## config.mk

```make
export PLATFORM = sky130hd
export DESIGN_NAME = mpq_ctrl
export DESIGN_NICKNAME = d
export VERILOG_FILES = /design/src/mpq_pkg.sv /design/src/mpq_ctrl.sv
export SDC_FILE = /design/constraint.sdc
export NUM_CORES = 1
export LEC_CHECK = 0
export BUFFER_PORTS_ARGS = -buffer_cell sky130_fd_sc_hd__buf_2
export CAP_MARGIN = 5
export CORE_MARGIN = 10
export CORE_UTILIZATION = 37
export DETAILED_ROUTE_END_ITERATION = 8
export GPL_TIMING_DRIVEN = 1
export PLACE_DENSITY_LB_ADDON = 0.12
export SETUP_SLACK_MARGIN = 0.3
export SLEW_MARGIN = 5
export SYNTH_ARGS = -nofsm -noshare
export SYNTH_HDL_FRONTEND = slang
export SYNTH_SLANG_ARGS = --single-unit
```

## constraint.sdc

```tcl
create_clock -name i_clk -period 3.3 [get_ports i_clk]
set_input_delay 0 -clock i_clk [delete_from_list [all_inputs] [get_ports i_clk]]
set_output_delay 0 -clock i_clk [all_outputs]
set_load 0.02 [all_outputs]
```

## src/mpq_pkg.sv

```systemverilog
package mpq_pkg;

    localparam int CAPACITY = 64;
    localparam int OCC_W    = $clog2(CAPACITY + 1);

    typedef enum logic [1:0] {
        OP_INSERT = 2'd0,
        OP_PEEK   = 2'd1,
        OP_POP    = 2'd2,
        OP_LOAD   = 2'd3
    } t_op;

    typedef struct packed {
        logic [1:0]         op;
        logic signed [31:0] value;
    } t_in;

    typedef struct packed {
        logic signed [31:0] min_value;
        logic               is_empty;
        logic               overflow;
    } t_out;

    typedef struct packed {
        logic do_insert;
        logic do_pop;
    } t_cmd;

    typedef struct packed {
        logic full;
        logic empty;
    } t_status;

endpackage

```

## src/mpq_ctrl.sv

```systemverilog
module mpq_ctrl (
    input  logic               i_clk,
    input  logic               i_rst_n,
    input  logic               i_in_valid,
    output logic               o_in_ready,
    input  mpq_pkg::t_in       i_in,
    output logic               o_out_valid,
    input  logic               i_out_ready,
    output mpq_pkg::t_out      o_out,
    output mpq_pkg::t_cmd      o_cmd,
    input  mpq_pkg::t_status   i_status,
    input  logic signed [31:0] i_min
);

    typedef enum logic [1:0] {
        S_ACCEPT = 2'b01,
        S_REPORT = 2'b10
    } t_state;

    t_state r_state, n_state;
    logic   r_rep, n_rep;
    logic   r_drop, n_drop;
    logic   r_ovalid, n_ovalid;
    mpq_pkg::t_out r_out, n_out;
    logic   acc;

    assign o_in_ready  = (r_state == S_ACCEPT);
    assign acc         = i_in_valid && o_in_ready;
    assign o_out_valid = r_ovalid;
    assign o_out       = r_out;

    always_comb begin
        o_cmd.do_insert = acc && !i_status.full &&
            (i_in.op == mpq_pkg::OP_INSERT || i_in.op == mpq_pkg::OP_LOAD);
        o_cmd.do_pop = acc && !i_status.empty && (i_in.op == mpq_pkg::OP_POP);
    end

    always_comb begin
        n_state  = r_state;
        n_rep    = r_rep;
        n_drop   = r_drop;
        n_ovalid = r_ovalid;
        n_out    = r_out;
        if (r_ovalid && i_out_ready) begin
            n_ovalid = 1'b0;
        end
        case (r_state)
            S_ACCEPT: begin
                if (acc) begin
                    n_drop  = i_status.full &&
                        (i_in.op == mpq_pkg::OP_INSERT || i_in.op == mpq_pkg::OP_LOAD);
                    n_rep   = (i_in.op != mpq_pkg::OP_LOAD) || n_drop;
                    n_state = S_REPORT;
                end
            end
            S_REPORT: begin
                if (!r_rep) begin
                    n_state = S_ACCEPT;
                end else if (!r_ovalid || i_out_ready) begin
                    n_ovalid        = 1'b1;
                    n_out.min_value = i_min;
                    n_out.is_empty  = i_status.empty;
                    n_out.overflow  = r_drop;
                    n_state         = S_ACCEPT;
                end
            end
            default: n_state = S_ACCEPT;
        endcase
    end

    always_ff @(posedge i_clk) begin
        r_out  <= n_out;
        r_rep  <= n_rep;
        r_drop <= n_drop;
        if (!i_rst_n) begin
            r_state  <= S_ACCEPT;
            r_ovalid <= 1'b0;
        end else begin
            r_state  <= n_state;
            r_ovalid <= n_ovalid;
        end
    end

    a_hold: assert property (@(posedge i_clk) disable iff (!i_rst_n)
        r_ovalid && !i_out_ready |=> r_ovalid && $stable(r_out))
        else $error("result lost under stall");
    a_alt: assert property (@(posedge i_clk) disable iff (!i_rst_n)
        acc |=> r_state == S_REPORT)
        else $error("missing report state");
    a_ovf: assert property (@(posedge i_clk) disable iff (!i_rst_n)
        r_ovalid && r_out.overflow |-> !r_out.is_empty)
        else $error("overflow on empty");

endmodule

```

* Word-level counts from Yosys, hierarchy flattened
Cells that the tools add are included.
** Word-level totals
- Register bits :: 39
- Input bits :: 72
- Output and inout bits :: 38
** Operators by class
- Muxes and demuxes :: 8
- Reductions and logical operators :: 17
- Equal/unequal tests :: 7
** Operators by type and width (count)
- $logic_and A1 B1 Y1 :: 7
- $eq A2 B2 Y1 const B :: 3
- $mux W2 :: 3
- $mux W1 :: 4
- $pmux W2 S2 :: 1
- $reduce_and A2 Y1 :: 2
- $logic_not A1 Y1 :: 3
- $logic_or A1 B1 Y1 :: 3
- $ne A3 B3 Y1 const B :: 1
- $reduce_and A3 Y1 :: 1
- $eq A2 B1 Y1 const B :: 1
- $logic_not A2 Y1 :: 1
- $ne A2 B1 Y1 const B :: 1
- $ne A2 B2 Y1 const B :: 1

* Longest topological paths before layout
Gate-level depths: netlist of the first run.
- Depth in word-level cells :: 5
- Depth in mapped cells :: 4
- Mapped depth without buffers :: 4

* Worst setup path before layout of the first run
OpenSTA, ideal clock, no wires.
- Path kind :: register to register
- Start point :: register r_state[0]
- End point :: register r_out, in the netlist o_out[0], enable pin
- Cell stages (with the launch flop) :: 3
- Setup slack :: 0.801 ns
- Data required time :: 2.871 ns
- Setup time :: 0.429 ns
- Path buffers :: 0
- Arrival :: 2.070 ns
- Cells stage by stage :: dfxtp_1 -> nand3b_1 -> nor2b_1
** Between the ends
- Longest elaborated chain between the ends :: 2
** RTL lines
- start: declaration :: RTL line mpq_ctrl.sv:20 : t_state r_state, n_state;
- start signal: assignment :: RTL line mpq_ctrl.sv:79 : r_state <= n_state;
- $eq A2 B2 Y1 :: RTL line mpq_ctrl.sv:47 : case (r_state)
- $reduce_and A3 Y1 (no source line)
- end signal: assignment :: RTL line mpq_ctrl.sv:72 : r_out <= n_out;
- end: declaration :: RTL line mpq_ctrl.sv:24 : mpq_pkg::t_out r_out, n_out;
No other way between the ends.
A chain may end at the register's enable or synchronous reset.

* Worst setup path in the final report of the first run
- Start point :: register r_state[0]
- End point :: register r_out, in the netlist o_out[10], enable pin
Same word-level chain as after synthesis.

==> metrics.yaml, run 1 <==
power:
  irDropWorstVdd_uv: 219
  power.sequential.fraction: 0.639
  switching_power_w: 0.000175
  cellPowerDensity_mw_per_mm2: 401
  clock_power_share: 0.261
  power.share.switching: 0.203
  internal-power_w: 0.000686
  power.combinational.fraction: 0.100
  p_leak_nw: 0.903
setup_path:
  setup.worst_path.end_class: "register"
  cp_data_arrival_time_ns: 1.73
  required_ns: 3.27
  worst_r2r_startpoint: "r_state[0]"
  cell_chain_of_the_critical_path: "nand3b_1 > nor2b_4"
  crit_start: "r_state[0]"
  type_of_element_launching_the_critical_path: "register"
  cp_slowest_stage_delay_ns: 0.77
  path_max_fanout: 34
  slowest_cell_on_the_critical_path: "sky130_fd_sc_hd__nor2b_4"
  worstSetupPathType: "reg -> reg"
routing:
  vias_per_cell: 4.20
  wl_per_cell_um: 14.9
  drc_errors: 0
  number_of_search_and_repair_iterations_in_the_first_detailed_routing_pass: 4
  routed_antenna_nets: 0
  via_count_of_the_routed_design: 940
  first_iter_violations: 82
  finalWirelength_mm: 3.34
cells_and_area:
  drive_gt1_frac: 0.478
  diodes: 0
  synthToLayoutAreaGrowth_pct: 68.1
  final_cell_count_no_fill: 224
  post-route-cell-area_mm2: 0.00215
  final_core_utilization: 0.644
  number_of_nets_in_the_layout: 251
place:
  postPlaceCellArea_mm2: 0.00173
  port_buffers: 77
  gp_congestion: 0.776
  dp_hpwl_mm: 2.35
  dp_cells: 179
floorplanning:
  core_region_area_mm2: 0.00334
  die_area_mm2: 0.00621
  die_w_um: 78.8
  start_util: 0.383
  die_y_um: 78.8
  design.portCount: 110
  std_cell_rows: 21
global_route:
  grt_overflow_total: 0
  grt_util_all_layers: 0.108
  grt_pass1_wl_mm: 5.13
  antenna_found_initial: 0
  grt_start_max_net_pins: 35
  via_count_of_the_first_global_routing_pass: 1046
sta:
  setup_violations: 0
  timing.clock.skew_ns: 0.00333
  timing.max_slew.rel_slack: 0.400
  final.period_utilization: 0.532
  finalHoldViolCount: 0
  slew_violations: 0
  fin_setup_tns_ns: 0
  tightest_pin_transition_ns: 0.898
  fmax_mhz: 569
  layout_min_cycle_time_ns: 1.76
  rsz0062_at_grt: "false"
run:
  maxCapViolCount: 0
clock_network:
  clk_transition_reported_paths_ns: 0.10
  number_of_instances_resized_during_post_cts_repair: 0
  cts_buffers: 5
  cts_max_path_buffers: 2
  tritoncts_num_sinks: 39
  cts_root_buf: "sky130_fd_sc_hd__clkbuf_4"
  clk_latency_ns: 0.33
  tritoncts: "yes"
  cts-htree-levels: 2
synthesis:
  yosysWarnings: 0
  synthesis.instances: 56
  syn_area_per_cell_um2: 22.8
  syn_nets: 130
  synth_cell_type_count: 12
  synth_seq_area_share: 0.892
  ys_ff_latch: 39
  syn-cell-area_mm2: 0.00128
run_status:
  run_status: "finished clean"
worst_hold_path:
  timing.hold.worst.start: "i_in[33]"
  worstHoldPathType: "in -> reg"
-- cell families (layout without fill, tap and decap cells) --
| group | count (synthesis) | in the layout | share of synthesized area |
|---|---|---|---|
| AO/OA/AOI/OAI | 3 | 3 | 0.0284 |
| adder cells (fa/ha/maj) | 2 | 2 | 0.0196 |
| buffers and inverters | 2 | 124 | 0.00587 |
| flip-flops | 39 | 39 | 0.892 |
| AND/OR/NAND/NOR | 10 | 10 | 0.0538 |
-- repair_timing --
action | CTS | global route
setup buffers | 0 | 0
hold buffers | 37 | 0
hold endpoints to repair | 37 | 0
-- metal layers --
layer | part of all wire | GRT usage
met3 | 0.11 | 0.0631
met2 | 0.53 | 0.200
met1 | 0.35 | 0.0929
met5 | 0 | 0
met4 | 0.013 | 0.0430
-- cell type report --
| cell class | count | area (um2) |
|---|---|---|
| Sequential cell | 39 | 1140 |
| Clock buffer | 7 | 45.0 |
| Inverter | 2 | 7.51 |
| Tap cell | 46 | 57.6 |
| Clock inverter | 1 | 5.00 |
| Fill cell | 260 | 1190 |
| Multi-Input combinational cell | 15 | 138 |
| Timing Repair Buffer | 114 | 756 |
-- power by group through the flow --
stage / logic (W) / clock network [W] / registers (W)
3_3_place_gp: 0.0000504 / 0 / 0.000561
6_report: 0.0000865 / 0.000224 / 0.000550
2_1_floorplan: 0.0000147 / 0 / 0.000567
5_1_grt: 0.0000943 / 0.000255 / 0.000551
3_5_place_dp: 0.0000525 / 0 / 0.000561
4_1_cts: 0.0000870 / 0.000235 / 0.000550
-- state kept, by name, summed over array words and instances, names as in the netlist --
register,count
r_state,2
o_out_valid,1
o_out,34
r_rep,1
r_drop,1
-- worst max-delay path: cells and delay by family (launching register included) --
family        cells  cell delay [ns]
flops             1             0.34
simple gates      2             1.05
-- synth_stat cells --
master / number / area (um2)
sky130_fd_sc_hd__a21boi_1: 1 / 7.51
sky130_fd_sc_hd__o2bb2ai_1: 1 / 8.76
sky130_fd_sc_hd__and2_1: 1 / 6.26
sky130_fd_sc_hd__inv_1: 2 / 7.51
sky130_fd_sc_hd__dfxtp_1: 3 / 60.1
sky130_fd_sc_hd__nand2b_1: 2 / 12.5
sky130_fd_sc_hd__ha_1: 2 / 25.0
sky130_fd_sc_hd__nor3b_1: 2 / 15.0
sky130_fd_sc_hd__edfxtp_1: 36 / 1080
sky130_fd_sc_hd__nor2b_1: 2 / 12.5
sky130_fd_sc_hd__nand3b_1: 3 / 22.5
sky130_fd_sc_hd__o2bb2a_4: 1 / 20.0
-- stage by stage --
stage                     hold slack (ns)  setup WS, ns  total power [W]
after floorplan                    0.0817         0.801         0.000581
after global placement              0.176          1.56         0.000612
after detailed placement            0.178          1.52         0.000614
after CTS                          0.0811          1.50         0.000872
after global routing               0.0882          1.41         0.000901
final                               0.103          1.54         0.000861
-- final timing paths --
check,end,slack (ns),depth (start not counted)
worst max-delay path,o_out[10],1.54,2
worst max register to register,o_out[10],1.54,2
worst min-delay path,r_rep,0.10,3
worst min register to register,o_out[0],0.44,0
-- cell usage in the layout, fill, tap and decap left out --
master,count
sky130_fd_sc_hd__inv_1,2
sky130_fd_sc_hd__nor3b_1,2
sky130_fd_sc_hd__buf_2,77
sky130_fd_sc_hd__nand3b_1,3
sky130_fd_sc_hd__ha_1,2
sky130_fd_sc_hd__nor2b_4,1
sky130_fd_sc_hd__nand2b_1,2
sky130_fd_sc_hd__clkbuf_4,5
sky130_fd_sc_hd__clkinv_2,1
sky130_fd_sc_hd__dfxtp_1,3
sky130_fd_sc_hd__edfxtp_1,36
sky130_fd_sc_hd__and2_1,1
sky130_fd_sc_hd__o2bb2ai_1,1
sky130_fd_sc_hd__dlygate4sd3_1,37
sky130_fd_sc_hd__a21boi_1,1
sky130_fd_sc_hd__clkbuf_1,2
sky130_fd_sc_hd__o2bb2a_4,1
sky130_fd_sc_hd__nor2b_1,1
Note: power is estimated with default switching activity, not from simulation.
==> run 2, diff against run 1 <==
--- a/config.mk
+++ b/config.mk
@@ -5,6 +5,7 @@
 export SDC_FILE = /design/constraint.sdc
 export NUM_CORES = 1
 export LEC_CHECK = 0
+export ABC_AREA = 1
 export BUFFER_PORTS_ARGS = -buffer_cell sky130_fd_sc_hd__buf_2
 export CAP_MARGIN = 5
 export CORE_MARGIN = 10
==> constraint.sdc (replaced) <==
create_clock -name i_clk -period 1.8 [get_ports i_clk]
set_input_delay 0 -clock i_clk [delete_from_list [all_inputs] [get_ports i_clk]]
set_output_delay 0 -clock i_clk [all_outputs]
set_load 0.02 [all_outputs]
==> metrics.yaml, run 2 <==
setup_path:
  crit_family: "flip-flops"
  critical_path.most_common_cell: "sky130_fd_sc_hd__nand2_2"
  crit_start: "r_state[0]"
  ff2ff_setup_slack_ns: 0.51
  cell_chain_of_the_critical_path: "inv_2 > nor2_4 > nand2_2 > clkinv_2 > nand2_2 > nor2_2 > buf_2"
  worstSetupPathType: "reg -> out"
  cp_slowest_stage_delay_ns: 0.43
  ff2ff_path_depth: 3
  path_max_fanout: 4
  critical_path_depth: 7
  required_ns: 1.80
  worst_r2r_startpoint: "r_state[1]"
  cp_data_arrival_time_ns: 1.35
  worstReg2RegEnd: "o_out[7]"
  timing.critical_path.to: "o_cmd[0]"
  setup.worst_path.end_class: "primary output"
  crit_buf_inv: 3
  slowest_cell_on_the_critical_path: "sky130_fd_sc_hd__dfxtp_1"
  type_of_element_launching_the_critical_path: "register"
routing:
  vias_per_cell: 4.02
  via_count_of_the_routed_design: 936
  first_iter_violations: 46
  drc_errors: 0
  finalWirelength_mm: 3.21
  wl_per_cell_um: 13.8
  routed_antenna_nets: 0
  number_of_search_and_repair_iterations_in_the_first_detailed_routing_pass: 4
cells_and_area:
  number_of_nets_in_the_layout: 261
  synthToLayoutAreaGrowth_pct: 71.7
  largest_register_ffs: 34
  layout.cells.most_common: "sky130_fd_sc_hd__buf_2"
  diodes: 0
  final_cell_mix: "77 x sky130_fd_sc_hd__buf_2, 37 x sky130_fd_sc_hd__dlygate4sd3_1, 36 x sky130_fd_sc_hd__edfxtp_1"
  drive_gt1_frac: 0.519
  final_core_utilization: 0.661
clock_network:
  clk_latency_ns: 0.32
  cts_buffers: 5
  tritoncts_num_sinks: 39
  number_of_instances_resized_during_post_cts_repair: 0
  cts_root_buf: "sky130_fd_sc_hd__clkbuf_4"
  cts-htree-levels: 2
  tritoncts: "yes"
  cts_max_path_buffers: 2
  clk_transition_reported_paths_ns: 0.10
  cts_setup_buffers: 0
  hold_buf_cts: 37
synthesis:
  synth_seq_area_share: 0.889
  synth_edf_count: 36
  synth_top_area_frac: 0.842
  syn-cell-area_mm2: 0.00128
  yosysTopAreaCell: "sky130_fd_sc_hd__edfxtp_1"
  synth_top_cells_by_area: "sky130_fd_sc_hd__edfxtp_1 84%, sky130_fd_sc_hd__dfxtp_1 4.7%, sky130_fd_sc_hd__ha_1 1.9%"
  synthArstFlopShare: 0
  synth_cell_type_count: 13
  syn_nets: 139
  synthesis.instances: 65
  syn_area_per_cell_um2: 19.7
  ys_ff_latch: 39
  synth_common_cells: "36 x sky130_fd_sc_hd__edfxtp_1, 6 x sky130_fd_sc_hd__nand2_1, 4 x sky130_fd_sc_hd__inv_1, 4 x sky130_fd_sc_hd__nor2_1"
  yosysWarnings: 0
  post-synth-top-count-cell: "sky130_fd_sc_hd__edfxtp_1"
  main_synth_ff_type: "sky130_fd_sc_hd__edfxtp_1"
place:
  dp_hpwl_mm: 2.24
  port_buffers: 77
  gp_congestion: 0.729
run:
  maxCapViolCount: 0
sta:
  final.period_utilization: 0.748
  rsz0062_at_grt: "false"
  slew_violations: 0
  fin_setup_tns_ns: 0
  fmax_mhz: 743
  setup_violations: 0
  timing.clock.skew_ns: 0.00381
  timing.max_slew.rel_slack: 0.800
  finalHoldViolCount: 0
  tightest_pin_transition_ns: 0.300
  layout_min_cycle_time_ns: 1.35
floorplanning:
  start_util: 0.385
  die_area_mm2: 0.00623
  die_w_um: 78.9
  std_cell_rows: 21
  die_y_um: 78.9
  design.portCount: 110
  core_region_area_mm2: 0.00334
global_route:
  grt_util_all_layers: 0.103
  grt_overflow_total: 0
  antenna_found_initial: 0
  via_count_of_the_first_global_routing_pass: 1018
  grt_start_max_net_pins: 32
  grt_pass1_wl_mm: 4.93
power:
  p_leak_nw: 0.942
  irDropWorstVdd_uv: 532
  cellPowerDensity_mw_per_mm2: 776
run_status:
  run_status: "finished clean"
worst_hold_path:
  worst_hold_path.num_cells: 3
  worstHoldPathType: "in -> reg"
[run 2: changes by cell type in the layout (fill, tap and decap cells not counted), moves of 3 or more]
cell,before,now
sky130_fd_sc_hd__nand2_2,0,4
sky130_fd_sc_hd__nand3b_1,3,0
sky130_fd_sc_hd__nand2_1,0,5
sky130_fd_sc_hd__nor2_1,0,4
[run 2: power breakdown]
group | switching (W) | leakage (nW) | internal [W]
Clock | 0.000250 | 0.0383 | 0.000286
Sequential | 0.00000582 | 0.350 | 0.00100
Combinational | 0.0000639 | 0.553 | 0.000101
Total | 0.000319 | 0.942 | 0.00139
[run 2: worst min path at each step]
| stage | from | end | slack, ns |
|---|---|---|---|
| 2_1_floorplan | i_status[0] | o_cmd[0] | 0.05 |
| 3_3_place_gp | i_min[25] | o_out[27] | 0.18 |
| 3_5_place_dp | i_min[20] | o_out[22] | 0.18 |
| 4_1_cts | i_in[32] | r_rep | 0.09 |
| 5_1_grt | i_in[33] | r_rep | 0.09 |
| 6_report | i_in[32] | r_rep | 0.1 |
[run 2: area by class of cell]
class / instances / area [um2]
fillers: 257 / 1130
repair buffers: 115 / 776
flip-flops and latches: 39 / 1140
multi-input cells: 20 / 133
inverters: 6 / 23.8
well taps: 46 / 57.6
clock inverters: 1 / 30.0
clock buffers: 6 / 41.3
[run 2: worst reg2reg max path, stage by stage, from the launching register on]
cell,delay [ns]
sky130_fd_sc_hd__dfxtp_2,0.37
sky130_fd_sc_hd__nand2_2,0.07
sky130_fd_sc_hd__nor3_4,0.31
sky130_fd_sc_hd__buf_12,0.24
[run 2: kinds of logic after synthesis]
logic type / after synthesis / share of synthesized area
DFF: 39 / 0.889
buffers and inverters: 6 / 0.0185
and+or+nand+nor: 17 / 0.0663
adders and majority gates: 2 / 0.0195
AOI/OAI and AO/OA: 1 / 0.00682
[run 2: stage by stage]
step	hold WS, ns	std cells	power (W)	worst slack [ns]	instance area [um2]
after floorplan	0.0476	65	0.00107	0.0871	1300
after global placement	0.177	189	0.00113	0.498	1760
after detailed placement	0.178	189	0.00113	0.501	1760
after CTS	0.0859	233	0.00173	0.412	2200
after global routing	0.0852	233	0.00179	0.316	2200
final	0.0991	233	0.00171	0.454	2200
[run 2: metal layers]
metal	vias up	GRT usage	wire length [um]
li1	473	-	-
met1	412	0.103	1280
met2	47	0.178	1600
met3	4	0.0552	292
met4	0	0.0376	34
met5	-	0	0
==> run 3, diff against run 2 <==
--- a/config.mk
+++ b/config.mk
@@ -9,7 +9,7 @@
 export BUFFER_PORTS_ARGS = -buffer_cell sky130_fd_sc_hd__buf_2
 export CAP_MARGIN = 5
 export CORE_MARGIN = 10
-export CORE_UTILIZATION = 37
+export CORE_UTILIZATION = 33
 export DETAILED_ROUTE_END_ITERATION = 8
 export GPL_TIMING_DRIVEN = 1
 export PLACE_DENSITY_LB_ADDON = 0.12
==> constraint.sdc (replaced) <==
create_clock -name i_clk -period 1.1 [get_ports i_clk]
set_input_delay 0 -clock i_clk [delete_from_list [all_inputs] [get_ports i_clk]]
set_output_delay 0 -clock i_clk [all_outputs]
set_load 0.02 [all_outputs]
==> metrics.yaml, run 3 (synthesized netlist as in run 2, its figures left out) <==
setup_path:
  cp_data_arrival_time_ns: 1.27
  path_max_fanout: 6
  required_ns: 1.11
  type_of_element_launching_the_critical_path: "register"
  worstSetupPathType: "reg -> reg"
  setup.worst_path.end_class: "register"
cells_and_area:
  diodes: 0
  number_of_nets_in_the_layout: 274
  post-route-cell-area_mm2: 0.00273
  synthToLayoutAreaGrowth_pct: 113
  layout.cells.most_common: "sky130_fd_sc_hd__buf_6"
  drive_gt1_frac: 0.582
  fill_cells: 250
  largest_register_ffs: 34
  final_cell_count_no_fill: 249
  final_cell_mix: "44 x sky130_fd_sc_hd__buf_6, 39 x sky130_fd_sc_hd__buf_2, 36 x sky130_fd_sc_hd__edfxtp_1"
sta:
  timing.max_slew.rel_slack: 0.879
  timing.clock.skew_ns: 0.00870
  layout_min_cycle_time_ns: 1.26
  slew_violations: 0
  fin_setup_tns_ns: -5.08
  setup_violations: 37
  fin_hold_ws_ns: 0.0412
  rsz0062_at_grt: "true"
  tightest_pin_transition_ns: 0.181
  final_worst_setup_slack_ns: -0.160
  final.period_utilization: 1.15
  fmax_mhz: 794
  finalHoldViolCount: 0
floorplanning:
  design.portCount: 110
  die_y_um: 82.4
  die_area_mm2: 0.00678
  start_util: 0.345
  std_cell_rows: 22
  die_w_um: 82.4
  core_region_area_mm2: 0.00372
power:
  power.combinational.fraction: 0.109
  internal-power_w: 0.00279
  irDropWorstVdd_uv: 660
  p_total_w: 0.00342
  p_leak_nw: 1.16
  power.sequential.fraction: 0.485
  switching_power_w: 0.000626
  cellPowerDensity_mw_per_mm2: 1250
  clock_power_share: 0.406
  power.share.switching: 0.183
place:
  dp_cells: 195
  port_buffers: 77
  gp_congestion: 0.695
  postPlaceCellArea_mm2: 0.00182
  dp_hpwl_mm: 2.39
routing:
  wl_per_cell_um: 15.4
  via_count_of_the_routed_design: 1023
  number_of_search_and_repair_iterations_in_the_first_detailed_routing_pass: 3
  vias_per_cell: 4.11
  first_iter_violations: 27
  finalWirelength_mm: 3.83
  drc_errors: 0
  routed_antenna_nets: 0
run:
  maxCapViolCount: 0
run_status:
  run_status: "finished, violations left"
  failed_checks: "setup timing"
global_route:
  antenna_found_initial: 0
  grt_util_all_layers: 0.111
  via_count_of_the_first_global_routing_pass: 1094
  grt_start_max_net_pins: 14
  grt_pass1_wl_mm: 5.44
  grt_overflow_total: 0
clock_network:
  cts_buffers: 5
  cts-htree-levels: 2
  tritoncts_num_sinks: 39
  clk_transition_reported_paths_ns: 0.08
  cts_root_buf: "sky130_fd_sc_hd__clkbuf_8"
  tritoncts: "yes"
  clk_latency_ns: 0.29
  cts_max_path_buffers: 2
worst_hold_path:
  worstHoldPathType: "in -> reg"
==> run 3: layer usage <==
metal	wire length, um	vias to the layer above	part of all wire	global-route usage
li1	-	501	-	-
met1	1280	471	0.34	0.104
met2	2130	42	0.56	0.204
met3	316	9	0.083	0.0367
met4	97	0	0.025	0.0714
met5	0	-	0	0
==> run 3: final cells by class <==
type | count | area, um2 | area share
inverter | 6 | 27.5 | 0.0101
timing repair buffer | 128 | 1200 | 0.440
clock buffer | 6 | 72.6 | 0.0266
multi-input combinational | 20 | 163 | 0.0596
clock inverter | 2 | 60.1 | 0.0220
tap | 48 | 60.1 | 0.0220
sequential | 39 | 1150 | 0.420
==> run 3: final timing paths <==
check                           slack (ns)  depth (start not counted)   endpoint        start
worst max-delay path                 -0.16                          4  o_out[20]   r_state[0]
worst min-delay path                  0.04                          3     r_drop  i_status[1]
worst max register to register       -0.16                          4  o_out[20]   r_state[0]
worst min register to register        0.42                          0   o_out[0]       r_drop
==> run 3: worst max-delay path, stage by stage, from the launching register on <==
cell and delay [ns]:
sky130_fd_sc_hd__dfxtp_4 0.36, sky130_fd_sc_hd__buf_12 0.12, sky130_fd_sc_hd__nor3_4 0.19, sky130_fd_sc_hd__buf_6 0.16, sky130_fd_sc_hd__clkbuf_16 0.14
==> run 3: through the flow <==
step,utilization,worst slack (ns)
floorplan,-,-0.613
global placement,0.489,-0.0459
detailed placement,0.489,-0.0540
CTS,0.710,-0.138
global route,0.735,-0.208
finish,0.735,-0.160
==> run 3: power groups by stage <==
stage | sequential [W] | clock (W) | combinational [W]
floorplan | 0.00170 | 0 | 0.0000609
global placement | 0.00169 | 0 | 0.000182
detailed placement | 0.00169 | 0 | 0.000187
CTS | 0.00166 | 0.00142 | 0.000342
global route | 0.00166 | 0.00149 | 0.000404
finish | 0.00166 | 0.00139 | 0.000374
==> run 3: timing repair <==
action | 4_1_cts | 5_1_grt
endpoints found under the setup margin | 76 | 77
pin swaps | 3 | 4
cloned | 1 | 2
hold buffers | 34 | 0
hold endpoints to repair | 36 | 0
buffers inserted | 7 | 2
resized for setup | 82 | 8
